File: config.mk
export PLATFORM = sky130hd
export DESIGN_NAME = arlh_log10
export DESIGN_NICKNAME = d
export VERILOG_FILES = /design/src/hw/rtl/arlh_pkg.sv /design/src/hw/rtl/arlh_log10.sv
export SDC_FILE = /design/constraint.sdc
export NUM_CORES = 2
export LEC_CHECK = 0
export ABC_AREA = 0
export BUFFER_PORTS_ARGS = -buffer_cell sky130_fd_sc_hd__buf_4
export CAP_MARGIN = 30
export CORE_MARGIN = 3
export CORE_UTILIZATION = 30
export CTS_CLUSTER_DIAMETER = 60
export DETAILED_ROUTE_END_ITERATION = 10
export GPL_TIMING_DRIVEN = 0
export SYNTH_ARGS = -nofsm -noshare
export SYNTH_HDL_FRONTEND = slang
export SYNTH_SLANG_ARGS = --single-unit
File: constraint.sdc
create_clock -name aclk -period 12.49 [get_ports aclk]
set_input_delay 0 -clock aclk [delete_from_list [all_inputs] [get_ports aclk]]
set_output_delay 0 -clock aclk [all_outputs]
set_load 0.01 [all_outputs]
File: src/hw/rtl/arlh_pkg.sv
// shared constants and types for the auto-range log histogram
package arlh_pkg;

    localparam int DEF_MAX_POINTS    = 16384;
    localparam int DEF_MAX_BINS      = 64;
    localparam int DEF_SAMPLE_BITS   = 24;
    localparam int DEF_LOG_FRAC_BITS = 12;

    localparam int CNT_W     = 15;
    localparam int IDX_W     = 6;
    localparam int LOG_W     = 15;
    localparam int BINCNT_W  = 7;
    localparam int CFG_DATA_W = 24;
    localparam int CFG_IDX_W = 1;

    localparam logic [CFG_IDX_W-1:0] REG_NO_DATA   = 1'd0;
    localparam logic [CFG_IDX_W-1:0] REG_BIN_COUNT = 1'd1;

    localparam logic [CNT_W-1:0] CNT_SAT = {CNT_W{1'b1}};
    localparam logic [LOG_W-1:0] LOG_SAT = {LOG_W{1'b1}};
    localparam logic [31:0] LOG10_2_Q32 = 32'd1292913986;

    // handshake between the binning sequencer and the log unit
    typedef struct packed {
        logic             start;
        logic [CNT_W-1:0] count;
    } log_req_t;

    typedef struct packed {
        logic             done;
        logic [LOG_W-1:0] value;
    } log_rsp_t;

endpackage

File: src/hw/rtl/arlh_log10.sv
// iterative fixed-point log10 of a bin count, one squaring step per cycle
module arlh_log10
    import arlh_pkg::*;
#(
    parameter int LOG_FRAC_BITS = DEF_LOG_FRAC_BITS
) (
    input  logic     aclk,
    input  logic     aresetn,
    input  log_req_t req,
    output log_rsp_t rsp
);
    typedef enum logic [3:0] {
        L_IDLE = 4'b0001,
        L_NORM = 4'b0010,
        L_SQR  = 4'b0100,
        L_MUL  = 4'b1000
    } lstate_t;

    localparam int EXP_W = 4;
    localparam int SH = 56 - LOG_FRAC_BITS;

    lstate_t          state_reg, state_next;
    logic [4:0]       step_reg, step_next;
    logic [31:0]      man_reg, man_next;   // Q1.30 in [1,2)
    logic [27:0]      l2_reg, l2_next;     // Q4.24
    logic [CNT_W-1:0] n_reg, n_next;
    logic [59:0]      prod_reg, prod_next;
    logic [LOG_W-1:0] res_reg, res_next;
    logic             done_reg, done_next;

    logic [63:0] sq;
    logic [EXP_W-1:0] msb;
    logic [59:0] rnd;

    assign sq = {32'd0, man_reg} * {32'd0, man_reg};

    always_comb begin
        msb = '0;
        for (int b = 0; b < CNT_W; b++) begin
            if (n_reg[b]) msb = EXP_W'(b);
        end
    end

    assign rnd = (prod_reg + (60'd1 << (SH - 1))) >> SH;

    always_comb begin
        state_next = state_reg;
        step_next  = step_reg;
        man_next   = man_reg;
        l2_next    = l2_reg;
        n_next     = n_reg;
        prod_next  = prod_reg;
        res_next   = res_reg;
        done_next  = 1'b0;
        unique case (state_reg)
            L_IDLE: begin
                if (req.start) begin
                    n_next = req.count;
                    if (req.count == '0) begin
                        res_next  = '0;
                        done_next = 1'b1;
                    end else begin
                        state_next = L_NORM;
                    end
                end
            end
            L_NORM: begin
                man_next   = 32'({17'd0, n_reg} << (30 - int'(msb)));
                l2_next    = {msb, 24'd0};
                step_next  = '0;
                state_next = L_SQR;
            end
            L_SQR: begin
                if (sq[61]) begin
                    man_next = sq[62:31];
                    l2_next  = l2_reg | (28'd1 << (23 - int'(step_reg)));
                end else begin
                    man_next = sq[61:30];
                end
                step_next = step_reg + 5'd1;
                if (step_reg == 5'd23) state_next = L_MUL;
            end
            L_MUL: begin
                prod_next  = 60'(l2_reg) * 60'(LOG10_2_Q32);
                state_next = L_IDLE;
                step_next  = 5'd31;
            end
            default: state_next = L_IDLE;
        endcase
        // rounding in the cycle after the product is registered
        if (state_reg == L_IDLE && step_reg == 5'd31) begin
            step_next = '0;
            res_next  = (rnd > 60'(LOG_SAT)) ? LOG_SAT : LOG_W'(rnd);
            done_next = 1'b1;
        end
    end

    always_ff @(posedge aclk) begin
        if (!aresetn) begin
            state_reg <= L_IDLE;
            step_reg  <= '0;
            done_reg  <= 1'b0;
        end else begin
            state_reg <= state_next;
            step_reg  <= step_next;
            done_reg  <= done_next;
        end
        man_reg  <= man_next;
        l2_reg   <= l2_next;
        n_reg    <= n_next;
        prod_reg <= prod_next;
        res_reg  <= res_next;
    end

    assign rsp.done  = done_reg;
    assign rsp.value = res_reg;
endmodule

* Word-level counts from Yosys, hierarchy flattened
Cells that the tools add are included.
** Word-level totals
- Register bits after elaboration :: 158
- Bits of input ports :: 18
- Output and inout port bits :: 16
** Cells by class
- Add/sub/neg operators :: 4
- Multipliers :: 2
- Magnitude comparators :: 1
- Equal/unequal tests :: 10
- Shift-type cells :: 2
- Mux-type cells :: 32
- Bitwise gates (word level) :: 2
- Reductions and logical operators :: 12
** Operator list (number)
- 2-to-1 mux 15 bit :: 5
- one-hot mux 32 bit (2 select lines) :: 1
- multiplier 32 x 32 -> 63 bit :: 1
- adder 59 x 44 -> 60 bit, second input constant :: 1
- 2-to-1 mux 4 bit :: 15
- multiplier 28 x 30 -> 58 bit, second input constant :: 1
- one-hot mux 28 bit (2 select lines) :: 1
- 2-to-1 mux 32 bit :: 1
- << shifter 1 x 32 -> 28 bit, first input constant :: 1
- << shifter 15 x 32 -> 32 bit :: 1
- 2-to-1 mux 28 bit :: 1
- bitwise OR 28 bit :: 1
- greater-than comparator 16 x 15 -> 1 bit, second input constant :: 1
- logical NOT 15 bit :: 1
- one-hot mux 5 bit (3 select lines) :: 1
- one-hot mux 4 bit (3 select lines) :: 1
- == test 5 bit, second input constant :: 2
- != test 2 bit, second input constant :: 4
- nonzero test 2 bit :: 4
- AND reduction 3 bit :: 2
- subtractor 5 x 4 -> 6 bit, first input constant :: 1
- subtractor 5 x 5 -> 6 bit, first input constant :: 1
- adder 5 x 1 -> 5 bit, second input constant :: 1
- 2-to-1 mux 1 bit :: 5
- other kinds (10) :: 11

* Longest topological paths before layout
- Depth in word-level cells :: 17
- Depth in mapped cells :: 33
- Mapped depth without buffers :: 29

* Worst setup path after synthesis
No wires, ideal clock.
- Kind :: register -> register
- From :: register man_reg[2]
- To :: register l2_reg[0], enable pin
- Library setup time :: 0.448 ns
- Arrival :: 9.372 ns
- Required time :: 12.042 ns
- Slack :: 2.670 ns
- Stages on the path, launching flop included :: 28
- Path buffers :: 3
- Period minus slack after synthesis :: 9.820 ns
- Cells stage by stage :: edfxtp_1 > clkbuf_1 > buf_1 > nand2_1 > inv_1 > fa_1 > fa_1 > inv_1 > fa_1 > fa_1 > inv_1 > fa_1 > fa_1 > fa_1 > fa_1 > ha_1 > nand4_2 > nor4_2 > nand2_1 > a2111oi_4 > o31ai_2 > a211oi_2 > nor2_2 > a21oi_4 > xor2_1 > buf_2 > a21oi_1 > nor3_1
** Between the ends
- Longest elaborated chain between the ends :: 3
** RTL lines
- from (decl) :: line arlh_log10.sv:24 : logic [31:0] man_reg, man_next;
- from (signal assigned) :: line arlh_log10.sv:108 : man_reg <= man_next;
- multiplier 32 x 32 -> 63 bit :: line arlh_log10.sv:35 : assign sq = {32'd0, man_reg} * {32'd0, man_reg};
- != test 2 bit (no line)
- AND reduction 2 bit (no line)
- to (signal assigned) :: line arlh_log10.sv:109 : l2_reg <= l2_next;
- to (decl) :: line arlh_log10.sv:25 : logic [27:0] l2_reg, l2_next;
No other way between the ends.
A chain may end at the register's enable or synchronous reset.

* Worst setup path in the final report
- From :: register man_reg[19]
- To :: register l2_reg[27], enable pin
Same word-level chain as after synthesis.

==> metrics.txt <==
most numerous cell in the Yosys netlist inv_1; nets@finish 6,322; worst setup path category register to register; FILL cells around 15,000; Synth Net Count 6,230; Skew-Pair Late Insertion Delay about 440 ps; die width just under 400 um; count of final max-slew check failures 0; Layout Skew around 13 ps; Ports 34; Bufs on Longest Clock Path 2; Initial Util a little under a third; GP Congestion between 0.9 and 1; Area Overhead vs Synth 8.420%; TritonCTS Buffers 17; Post-synth EDFFs approximately 110; Hold WC Path Type input port to register; Total Wirelength about 140,000 um; DR WL/cell approximately 21 um; Setup-failing EPs final 0; WP data arrival 11,620 ps; Met1 Wirelength 55,820 um; fin crit period roughly 11,000 ps; placed insts around 6,600; die area approximately 150,000 um2; Synth area leaders fa_1 (44%), ha_1 (17%), inv_1 (11%), edfxtp_1 (7.1%), and2_1 (3.3%); post-route setup slack 1012 ps; Final period util ~92%; Max-Cap Viols 0; Routed Antenna Nets 0; Final Non-Filler Cells between 6,000 and 7,000; Core Box Area ~150,000 um2; Slew headroom ~19%; final hold vios 0; IO buf count 33; number of global-route vias before repair around 35,000; Synth top area share ~44%; drc violations 0; largest net degree at the start of global routing 21; via/cell ratio slightly below 5; setup bufs post-CTS 0; Final Util 32.96%; Critical Path Max Stage Delay about 860 ps; CTS clk-pin slew, worst paths ~60 ps; global route total overflow 0; f_max approximately 87 MHz; dpl hpwl about 120,000 um; met2 wire len between 60,000 and 70,000 um; most frequent cell on the critical path fa_1; synthesized area approximately 45,000 um2; Startpoint Class register; CTS resizes 0; clock sinks ~120; Post-Syn Area per Cell between 9 and 10 um2; R2R Setup Slk between 1000 and 1500 ps; Syn. warnings 0; Hold-fix buffers, CTS 18; share of cells above drive strength 1 2.996%; CTS tree yes; flop and latch count out of synthesis between 100 and 150; htree depth 4; highest metal used met5; synth unique cells 86; Synth Flop Type edfxtp_1; crit path max-delay cell type clkbuf_1; unrepaired setup endpoints after global routing false; status finished clean; Initial DRC Count approximately 2,300; total number of vias around 32,000; Largest register FFs 32; Die Y-Extent 391.2 um; drt pass-1 iters 8; Seq/Total Area, Yosys between 7 and 8%; clk root buf clkbuf_16; post-synth top area cell fa_1; CP Data Required Time 12,630 ps; top post-synthesis cells by count inv_1 (1,329), fa_1 (980), ha_1 (597); crit end category register; Post-Synthesis Cells roughly 4,600; Place WS between 1000 and 1500 ps; Met3 Routed Length between 10,000 and 15,000 um; GRT Overall Usage roughly a fifth; Crit Path Max Fanout 13; Rows between 100 and 150; initial antenna violation count 5; Worst-Margin Slew ~1200 ps; first-pass GRT wire length about 220,000 um; ys async rst share 0%
per-stage QoR:
| step | TNS, ps | hold slack (ps) | area [um2] |
|---|---|---|---|
| global route | 0 | 311.2 | 48260 |
| finish | 0 | 324.3 | 48270 |
| detailed placement | 0 | 192.3 | 47450 |
| CTS | 0 | 299.0 | 48210 |
| floorplan | 0 | 88.87 | 44520 |
| global placement | -25970 | 193.7 | 47170 |
layout make-up:
| class | count | area, um2 | share of cell area, % |
|---|---|---|---|
| Sequential cell | 116 | 3383 | 7.009 |
| Clock inverter | 14 | 150.1 | 0.3111 |
| Inverter | 1332 | 5000 | 10.36 |
| Clock buffer | 18 | 429.2 | 0.8891 |
| Multi-Input combinational cell | 3045 | 35590 | 73.74 |
| Antenna cell | 2 | 5.005 | 0.01037 |
| Timing Repair Buffer | 73 | 755.7 | 1.566 |
| Buffer | 142 | 555.5 | 1.151 |
| Tap cell | 1917 | 2399 | 4.969 |
routing by layer:
layer / GRT usage [%] / vias up
li1: - / 14270
met1: 24.13 / 16370
met2: 30.91 / 1318
met3: 4.189 / 359
met4: 6.709 / 4
met5: 0 / -
final timing paths:
kind | start | end | depth (start not counted)
min reg2reg | step_reg[3] | step_reg[3] | 2
max | man_reg[19] | l2_reg[27] | 28
min | req[5] | n_reg[5] | 2
max reg2reg | man_reg[19] | l2_reg[27] | 28
worst max-delay path: cells and delay by family (launching register included):
| family | cells | cell delay [ps] |
|---|---|---|
| DFF | 1 | 550 |
| buffers and inverters | 7 | 2650 |
| adders and majority gates | 9 | 4470 |
| and+or+nand+nor | 5 | 1640 |
| xor gates and xnor gates | 1 | 240 |
| AOI/OAI and AO/OA | 6 | 1550 |
placed cells by master (no fill, tap or decap), types with 21 or more instances in the layout:
master and count:
nand4_1 21, a21o_1 61, nand2_1 326, fa_1 980, xnor2_1 52, nor2_1 146
mux2i_1 31, o21ai_0 62, a21oi_1 156, xor2_1 50, and2_1 236, ha_1 597
buf_4 37, nor3_1 31, inv_1 1329, nand3_1 42, edfxtp_1 106, clkbuf_1 127
logic make-up after synthesis:
family                     synth area share, %
buffers and inverters                    12.48
xor gates and xnor gates                 2.043
AOI/OAI and AO/OA                        6.425
muxes                                   0.7223
DFF                                      7.600
adders and majority gates                60.85
and+or+nand+nor                          9.885
Power is not shown: default switching activity piles up to over one toggle a cycle in this logic, so the estimate is an artifact.
