## config.mk

```make
export PLATFORM = sky130hd
export DESIGN_NAME = arlh_divider
export DESIGN_NICKNAME = d
export VERILOG_FILES = /design/src/hw/rtl/arlh_pkg.sv /design/src/hw/rtl/arlh_divider.sv
export SDC_FILE = /design/constraint.sdc
export NUM_CORES = 1
export LEC_CHECK = 0
export BUFFER_PORTS_ARGS = -buffer_cell sky130_fd_sc_hd__buf_2
export CAP_MARGIN = 20
export CORE_UTILIZATION = 30
export CTS_CLUSTER_SIZE = 20
export DETAILED_ROUTE_END_ITERATION = 10
export PLACE_DENSITY = 0.52
export SYNTH_ARGS = -nofsm -noshare
export SYNTH_HDL_FRONTEND = slang
export SYNTH_SLANG_ARGS = --single-unit
export TNS_END_PERCENT = 50
```

## constraint.sdc

```tcl
create_clock -name aclk -period 5.9 [get_ports aclk]
set_input_delay 0.59 -clock aclk [delete_from_list [all_inputs] [get_ports aclk]]
set_output_delay 0.59 -clock aclk [all_outputs]
set_load 0.05 [all_outputs]
```

## src/hw/rtl/arlh_pkg.sv

```systemverilog
// shared constants and types for the auto-range log histogram
package arlh_pkg;

    localparam int DEF_MAX_POINTS    = 16384;
    localparam int DEF_MAX_BINS      = 64;
    localparam int DEF_SAMPLE_BITS   = 24;
    localparam int DEF_LOG_FRAC_BITS = 12;

    localparam int CNT_W     = 15;
    localparam int IDX_W     = 6;
    localparam int LOG_W     = 15;
    localparam int BINCNT_W  = 7;
    localparam int CFG_DATA_W = 24;
    localparam int CFG_IDX_W = 1;

    localparam logic [CFG_IDX_W-1:0] REG_NO_DATA   = 1'd0;
    localparam logic [CFG_IDX_W-1:0] REG_BIN_COUNT = 1'd1;

    localparam logic [CNT_W-1:0] CNT_SAT = {CNT_W{1'b1}};
    localparam logic [LOG_W-1:0] LOG_SAT = {LOG_W{1'b1}};
    localparam logic [31:0] LOG10_2_Q32 = 32'd1292913986;

    // handshake between the binning sequencer and the log unit
    typedef struct packed {
        logic             start;
        logic [CNT_W-1:0] count;
    } log_req_t;

    typedef struct packed {
        logic             done;
        logic [LOG_W-1:0] value;
    } log_rsp_t;

endpackage

```

## src/hw/rtl/arlh_divider.sv

```systemverilog
// restoring divider for the bin index, one quotient bit per cycle
module arlh_divider
    import arlh_pkg::*;
#(
    parameter int NUM_W = 40,
    parameter int DEN_W = 33
) (
    input  logic             aclk,
    input  logic             aresetn,
    input  logic             start,
    input  logic [NUM_W-1:0] num,
    input  logic [DEN_W-1:0] den,
    output logic             done,
    output logic [NUM_W-1:0] quot
);
    localparam int CW = $clog2(NUM_W + 1);

    logic [CW-1:0]    cnt_reg, cnt_next;
    logic             busy_reg, busy_next, done_reg, done_next;
    logic [NUM_W-1:0] q_reg, q_next;
    logic [DEN_W:0]   rem_reg, rem_next;
    logic [DEN_W-1:0] den_reg, den_next;
    logic [DEN_W:0]   trial;

    assign trial = {rem_reg[DEN_W-1:0], q_reg[NUM_W-1]};

    always_comb begin
        cnt_next  = cnt_reg;
        busy_next = busy_reg;
        done_next = 1'b0;
        q_next    = q_reg;
        rem_next  = rem_reg;
        den_next  = den_reg;
        if (start) begin
            busy_next = 1'b1;
            cnt_next  = CW'(NUM_W);
            q_next    = num;
            rem_next  = '0;
            den_next  = den;
        end else if (busy_reg) begin
            if (trial >= {1'b0, den_reg}) begin
                rem_next = trial - {1'b0, den_reg};
                q_next   = {q_reg[NUM_W-2:0], 1'b1};
            end else begin
                rem_next = trial;
                q_next   = {q_reg[NUM_W-2:0], 1'b0};
            end
            cnt_next = cnt_reg - CW'(1);
            if (cnt_reg == CW'(1)) begin
                busy_next = 1'b0;
                done_next = 1'b1;
            end
        end
    end

    always_ff @(posedge aclk) begin
        if (!aresetn) begin
            busy_reg <= 1'b0;
            done_reg <= 1'b0;
            cnt_reg  <= '0;
        end else begin
            busy_reg <= busy_next;
            done_reg <= done_next;
            cnt_reg  <= cnt_next;
        end
        q_reg   <= q_next;
        rem_reg <= rem_next;
        den_reg <= den_next;
    end

    assign done = done_reg;
    assign quot = q_reg;
endmodule

```

== After elaboration in Yosys (flattened, before gate mapping) ==
Cells that the tools add are included.
Operators by class
  bitwise gates (word level): 2
  add/sub/neg operators: 2
  multipliers: 0
  multiplexer cells: 10
  equality and inequality tests: 1
  reductions and logical operators: 3
  div/mod/pow operators: 0
  $lt $le $gt $ge: 1
  shifts and indexed selects: 0
Operators with widths (count)
  40-bit 2-to-1 mux: 2
  34-bit by 33-bit >= comparator with 1-bit output: 1
  33-bit 2-to-1 mux: 1
  33-bit subtractor: 1
  6-bit 2-to-1 mux: 2
  6-bit by 1-bit equality test with 1-bit output, second input constant: 1
  6-bit by 1-bit subtractor with 6-bit output, second input constant: 1
  1-bit 2-to-1 mux: 5
  3-bit OR reduction: 1
  1-bit NOT: 2
  2-bit nonzero test: 1
  2-bit OR reduction: 1
Storage, ports and cells
  bits in read-only memories: 0
  bits in registers: 114
  memories kept: 0
  output and inout bits: 41
  bits in latches: 0
  input port bits: 76
  memory bits (writable): 0

== Logic depth before layout (Yosys ltp) ==
Gate-level depths: netlist (run 1).
  word-level depth: 4
  depth in mapped cells: 15
  depth with buffers taken out: 13

== Worst setup path before layout (run 1) ==
OpenSTA, ideal clock, no wires.
  path kind: register to register
  start: reg q_reg[39] (netlist: quot[39])
  end: reg q_reg[0] (netlist: quot[0]) (data pin)
  clock period less this slack: 3.086 ns
  path slack: 2.814 ns
  cell stages (with the launch flop): 14
  arrival time: 2.826 ns
  path through: edfxtp_1 > inv_1 > ha_1 > inv_1 > fa_1 > a21o_1 > a221oi_4 > nor2b_4 > o211ai_2 > a31oi_2 > a21oi_2 > buf_6 > inv_2 > mux2_2
On the way
  word-level cells in the longest chain between the ends: 4
Ends and longest elaborated chain
  from (decl): RTL line arlh_divider.sv:20  | logic [NUM_W-1:0] q_reg, q_next;
  from (signal assigned): RTL line arlh_divider.sv:66  | q_reg <= q_next;
  34-bit by 33-bit >= comparator with 1-bit output: RTL line arlh_divider.sv:41  | if (trial >= {1'b0, den_reg}) begin
  1-bit 2-to-1 mux: RTL line arlh_divider.sv:41
  40-bit 2-to-1 mux: RTL line arlh_divider.sv:40  | end else if (busy_reg) begin
  40-bit 2-to-1 mux: RTL line arlh_divider.sv:34  | if (start) begin
  via q_next[0]: RTL line arlh_divider.sv:20
The timed path passes the listed nets, and every way through them passes these cells. The select of a mux whose other input is x is not followed.
A chain may end at the register's enable or synchronous reset.

== Final worst setup path (run 1) ==
  start: reg q_reg[39] (netlist: quot[39])
  end: reg rem_reg[5]
On the way
  word-level cells in the longest chain between the ends: 2
Ends and longest elaborated chain
  33-bit subtractor / 34-bit by 33-bit >= comparator with 1-bit output (equally long branches): RTL line arlh_divider.sv:42, arlh_divider.sv:41
  33-bit 2-to-1 mux *: RTL line arlh_divider.sv:41
  to (signal assigned): RTL line arlh_divider.sv:67  | rem_reg <= rem_next;
  to (decl): RTL line arlh_divider.sv:21  | logic [DEN_W:0] rem_reg, rem_next;
Mark *: on every way between the ends. The rest lies on a longest branch, timed or not.

==> flow_metrics.py, run 1 <==
metrics = {
    "clock_tree": {
        "htree_levels": 4,
        "clk_pin_slew_ns": 0.06,
        "cts_resized": 0,
        "insertion_delay_ns": 0.43,
        "cts_tree": "yes",
        "cts.sinks": 114,
        "ctsHoldBuffers": 0,
        "cts_root_buf": "clkbuf_16",
        "cts_buffers": 17,
        "ctsLongestPathBuffers": 2,
        "post-cts-setup-buffer-count": 0,
    },
    "global_route": {
        "antenna_found_initial": 0,
        "grt_pass1_vias": 5169,
        "grt_max_degree": 58,
        "grt_usage_pct": 15.0,
        "grt_pass1_wl_microns": 25600,
        "grt_overflow": 0,
    },
    "yosys": {
        "synthesis.area_sq_um": 6320,
        "synth_warnings": 0,
        "synth_edf_count": 73,
        "synth.distinct_cells": 57,
        "synthFlopType": "edfxtp_1",
        "synth.avg_cell_area_sq_um": 10.5,
        "ys_ff_latch": 114,
        "async_flop_share_pct": 0,
        "synthCells": 602,
        "synth_seq_area_share_pct": 47.7,
        "syn-num-nets": 714,
    },
    "setup_path": {
        "end_kind": "register",
        "required_ns": 6.16,
        "regToRegEndpoint": "rem_reg[5]$_SDFFE_PP0P_",
        "crit_slowest_cell": "a21oi_4",
        "r2r_start": "quot[39]$_DFFE_PP_",
        "arrival_ns": 3.96,
        "crit_path_frequent_cell": "inv_1",
        "start_kind": "register",
        "cpPeakStageDelay_ns": 0.70,
        "rr_worst_depth": 13,
        "rrSetupSlack_ns": 2.20,
        "critPathKind": "register to register",
        "crit_chain": "inv_1, ha_1, inv_1, fa_1, a21o_1, a221oi_4, nor2b_4, o211ai_2, a31oi_2, a21oi_4, buf_4, mux2i_1, a211oi_1",
        "crit_fanout": 33,
    },
    "routing": {
        "first_pass_iters": 4,
        "drt-initial-drc-count": 241,
        "drt-total-wl_microns": 15400,
        "drc": 0,
        "postRouteAntennaNets": 0,
        "post_drt_wl_per_cell_microns": 15.4,
        "viasPerCell": 4.92,
        "vias": 4918,
    },
    "placement": {
        "gp_congestion": 0.839,
        "placed_cells": 968,
        "placement.io_buffers": 116,
        "placed_area_sq_um": 7170,
        "place_hpwl_microns": 11000,
    },
    "final_layout": {
        "final_cells": 1000,
        "syn_to_final_growth_pct": 22.3,
        "nFillCells": 2080,
        "final_cell_mix": "115 x buf_2, 73 x edfxtp_1, 45 x nor2_1",
        "drive_gt1_share_pct": 28.2,
        "fin_area_sq_um": 7730,
        "layout.nets": 829,
        "final_common_cell": "buf_2",
        "antennaDiodeCount": 0,
        "largest_reg_flops": 40,
    },
    "floorplanning": {
        "die_area_sq_um": 21600,
        "initial_core_util_pct": 30.9,
        "core-area_sq_um": 20400,
        "dieHeight_microns": 147,
        "num_rows": 52,
        "die_x_microns": 147,
        "ios": 117,
    },
    "outcome": {
        "status": "finished, final reports clean",
    },
    "timing": {
        "finalWorstPathRequiredPeriod_ns": 3.70,
        "post-route-period-util_pct": 62.6,
        "setup_viol": 0,
        "slew_violations": 0,
        "max_freq_mhz": 271,
        "finClkSkew_ns": 0.0213,
        "hold_violations": 0,
        "rsz0062_at_grt": "no",
        "worst_pin_slew_ns": 0.846,
        "slew_headroom_pct": 43.5,
        "setup_tns_ns": 0,
    },
    "min_path": {
        "hold_path_class": "input pin to register",
        "hold_depth": 1,
        "worstHoldStart": "den[23]",
        "whs_endpoint": "den_reg[23]$_DFFE_PP_",
    },
    "power_and_ir_drop": {
        "p_leak_nw": 3.32,
        "vdd.ir_drop.worst_v": 0.000182,
        "powerDensity_nw_per_um2": 307,
    },
    "flow_run": {
        "drv_cap": 0,
    },
}
cell families after synthesis:
group / share of synthesized area [%]
buffers and inverters: 4.59
and+or+nand+nor: 10.6
adders and majority gates: 7.25
muxes: 8.10
xor gates and xnor gates: 4.44
AOI/OAI and AO/OA: 17.4
DFF: 47.7
per-layer routing:
metal,up-vias,wire length (microns),GRT usage [%]
met1,2311,7200,18.3
met2,149,6940,24.1
li1,2442,-,-
met4,0,231,5.93
met3,16,1050,5.22
met5,-,0,0
critical path: cells and delay by family, from the launching register on:
family	cells	cell delay, ns
flip-flops	1	0.40
adder cells (fa/ha/maj)	2	0.56
multiplexers	1	0.21
buffers and inverters	3	0.53
AO/OA/AOI/OAI	6	1.74
AND/OR/NAND/NOR	1	0.07
cell usage after synthesis (3+ instances only):
library cell / count / area (sq um)
nor2b_1: 5 / 31.3
and2_1: 5 / 31.3
buf_2: 4 / 20.0
nand3_1: 13 / 65.1
buf_4: 4 / 30.0
and3_1: 7 / 43.8
edfxtp_1: 73 / 2190
nand2b_1: 5 / 31.3
nor2_1: 45 / 169
a21o_1: 18 / 135
o311ai_1: 5 / 43.8
a32oi_1: 7 / 61.3
o21bai_1: 3 / 22.5
nor3_1: 10 / 50.1
a211oi_1: 16 / 120
nand2_1: 43 / 161
mux2i_1: 5 / 50.1
xor2_1: 16 / 140
inv_1: 43 / 161
xnor2_1: 16 / 140
a21oi_1: 43 / 215
dfxtp_1: 41 / 821
o21a_1: 7 / 52.6
o211ai_1: 3 / 22.5
o21ai_0: 24 / 120
ha_1: 35 / 438
a22o_1: 3 / 26.3
a31oi_1: 9 / 56.3
mux2_2: 41 / 462
clkbuf_1: 16 / 60.1
per-stage QoR:
| step | setup slack, ns | power (W) | utilization (%) | hold WS (ns) |
|---|---|---|---|---|
| floorplan | 2.81 | 0.00129 | - | 0.440 |
| global placement | 2.30 | 0.00141 | 35.1 | 0.457 |
| detailed placement | 2.22 | 0.00141 | 35.1 | 0.465 |
| CTS | 2.20 | 0.00241 | 37.8 | 0.321 |
| global route | 1.90 | 0.00248 | 37.8 | 0.318 |
| finish | 2.20 | 0.00237 | 37.8 | 0.338 |
power breakdown:
group / internal (W) / total (W) / switching, W
Sequential: 0.000921 / 0.000955 / 0.0000338
Clock: 0.000581 / 0.000976 / 0.000395
Combinational: 0.000156 / 0.000443 / 0.000287
final cells by class:
type | instances | area [sq um] | share of cell area [%]
inverters | 44 | 165 | 2.14
well taps | 270 | 338 | 4.37
clock inverters | 15 | 135 | 1.75
repair buffers | 122 | 628 | 8.13
flip-flops and latches | 114 | 3010 | 39.0
multi-input cells | 418 | 3020 | 39.1
clock buffers | 17 | 425 | 5.51
worst max-delay path by stage:
| stage | cells after the start | start | endpoint |
|---|---|---|---|
| floorplan | 13 | quot[39]$_DFFE_PP_ | quot[0]$_DFFE_PP_ |
| global placement | 13 | quot[39]$_DFFE_PP_ | rem_reg[1]$_SDFFE_PP0P_ |
| detailed placement | 13 | quot[39]$_DFFE_PP_ | rem_reg[1]$_SDFFE_PP0P_ |
| CTS | 13 | quot[39]$_DFFE_PP_ | rem_reg[5]$_SDFFE_PP0P_ |
| global route | 14 | quot[39]$_DFFE_PP_ | rem_reg[10]$_SDFFE_PP0P_ |
| finish | 13 | quot[39]$_DFFE_PP_ | rem_reg[5]$_SDFFE_PP0P_ |
Note: power is estimated with default switching activity, not from simulation.
==> run 2: changes to the inputs <==
Settings changed: PLACE_DENSITY 0.52 to 0.54.
Clock period 5.9 ns to 3.4 ns, I/O delays scaled along.
==> run 2 against run 1 <==
Net effect:
- count of clock-buffer cells in the layout increased by 2
- critical path depth increased by 1
- sequential share of layout area decreased by 0.38 points
- clock power increased by 88%
- worst setup slack got worse by 1.9 ns
- die area unchanged
- via count decreased by 1.9%
- flip-flop and latch count unchanged
- largest power group unchanged
- sequential power increased by 73%
- register-to-register slack got worse by 1.9 ns
- final cell count increased by 0.40%
- hold slack got worse by 0.24 ns
==> flow_metrics.py, run 2 (synthesis results as in run 1) <==
metrics = {
    "global_route": {
        "grt_max_degree": 49,
        "grt_pass1_wl_microns": 24900,
        "use_met2_pct": 23.8,
        "grt-busiest-layer": "met2",
        "grtUsageMet1_pct": 18.3,
        "use_met3_pct": 5.09,
        "antenna_found_initial": 0,
        "grt_usage_pct": 14.7,
        "grt_overflow": 0,
        "grt_pass1_vias": 4943,
    },
    "timing": {
        "slew_headroom_pct": 56.0,
        "finalWorstPathRequiredPeriod_ns": 3.11,
        "worst_pin_slew_ns": 0.660,
        "setup_viol": 0,
        "rsz0062_at_grt": "no",
        "setup_tns_ns": 0,
        "hold_violations": 0,
        "finClkSkew_ns": 0.00946,
        "slew_violations": 0,
        "post-route-period-util_pct": 91.3,
        "max_freq_mhz": 322,
    },
    "final_layout": {
        "final_cells": 1004,
        "antennaDiodeCount": 0,
        "drive_gt1_share_pct": 28.3,
        "seq_area_sq_um": 3010,
        "final_common_cell": "buf_2",
        "largest_reg_flops": 40,
        "final_cell_mix": "115 x buf_2, 73 x edfxtp_1, 45 x nor2_1",
        "syn_to_final_growth_pct": 23.5,
        "nFillCells": 2093,
        "layout.nets": 833,
        "multi_input_area_sq_um": 3020,
    },
    "placement": {
        "placement.io_buffers": 116,
        "gp_congestion": 0.822,
        "placed_cells": 972,
        "place_hpwl_microns": 10800,
    },
    "routing": {
        "first_pass_iters": 4,
        "postRouteAntennaNets": 0,
        "viasPerCell": 4.81,
        "vias": 4825,
        "drc": 0,
        "drt-total-wl_microns": 15300,
        "drt-initial-drc-count": 233,
        "post_drt_wl_per_cell_microns": 15.2,
    },
    "clock_tree": {
        "ctsLongestPathBuffers": 2,
        "insertion_delay_ns": 0.42,
        "cts_resized": 0,
        "clk_pin_slew_ns": 0.06,
        "htree_levels": 4,
        "ctsHoldBuffers": 0,
        "cts_tree": "yes",
        "cts.sinks": 114,
        "post-cts-setup-buffer-count": 0,
        "cts_root_buf": "clkbuf_16",
        "cts_buffers": 17,
    },
    "power_and_ir_drop": {
        "vdd.ir_drop.worst_v": 0.000332,
        "p_leak_nw": 3.36,
        "powerDensity_nw_per_um2": 546,
    },
    "setup_path": {
        "crit_path_frequent_cell": "inv_1",
        "cpPeakStageDelay_ns": 0.41,
        "cp_top_family": "compound AO/OA/AOI/OAI gates",
        "crit_fanout": 27,
        "end_kind": "register",
        "required_ns": 3.70,
        "start_kind": "register",
        "path_buf_inv": 3,
        "critPathKind": "register to register",
        "crit_chain": "inv_1, ha_1, inv_1, fa_1, a21o_1, a221oi_4, nor2b_4, o211ai_2, a31oi_2, a21oi_4, buf_4, nor3_1, a31oi_1, nand2_1",
        "crit_slowest_cell": "fa_1",
        "arrival_ns": 3.41,
    },
    "min_path": {
        "hold_path_class": "input pin to register",
    },
    "floorplanning": {
        "core-area_sq_um": 20400,
        "dieHeight_microns": 147,
        "num_rows": 52,
        "die_x_microns": 147,
        "initial_core_util_pct": 30.9,
        "ios": 117,
        "die_area_sq_um": 21600,
    },
    "outcome": {
        "status": "finished, final reports clean",
    },
    "flow_run": {
        "drv_cap": 0,
    },
}
run 2: layer usage:
metal / wire, microns / vias to the layer above
li1: - / 2450
met1: 7200 / 2225
met2: 6840 / 137
met3: 1040 / 13
met4: 163 / 0
met5: 0 / -
run 2: layout make-up:
type,count,share of cell area [%]
Multi-Input combinational cell,418,38.7
Sequential cell,114,38.6
Timing Repair Buffer,126,8.60
Clock buffer,19,5.55
Tap cell,270,4.33
Inverter,44,2.12
Clock inverter,13,2.07
run 2: stage by stage:
stage | utilization [%] | worst slack (ns) | hold slack [ns] | total power (W) | cell area (sq um)
floorplan | - | 0.314 | 0.439 | 0.00224 | 6320
global placement | 35.3 | 0.367 | 0.461 | 0.00246 | 7210
detailed placement | 35.3 | 0.275 | 0.462 | 0.00245 | 7210
CTS | 38.2 | 0.278 | 0.0780 | 0.00432 | 7800
global route | 38.2 | 0.00945 | 0.0801 | 0.00444 | 7800
finish | 38.2 | 0.294 | 0.0951 | 0.00426 | 7800
run 2: worst paths after layout:
path / cells after the start / slack [ns] / from / endpoint
setup / recovery: 14 / 0.29 / quot[39]$_DFFE_PP_ / rem_reg[19]$_SDFFE_PP0P_
hold reg to reg: 2 / 0.47 / rem_reg[19]$_SDFFE_PP0P_ / rem_reg[19]$_SDFFE_PP0P_
hold / removal: 1 / 0.1 / den[27] / den_reg[27]$_DFFE_PP_
setup reg to reg: 14 / 0.29 / quot[39]$_DFFE_PP_ / rem_reg[19]$_SDFFE_PP0P_
run 2: power breakdown:
group,switching (W),internal (W)
combinational,0.000499,0.000274
sequential,0.0000553,0.00160
clock,0.000678,0.00115
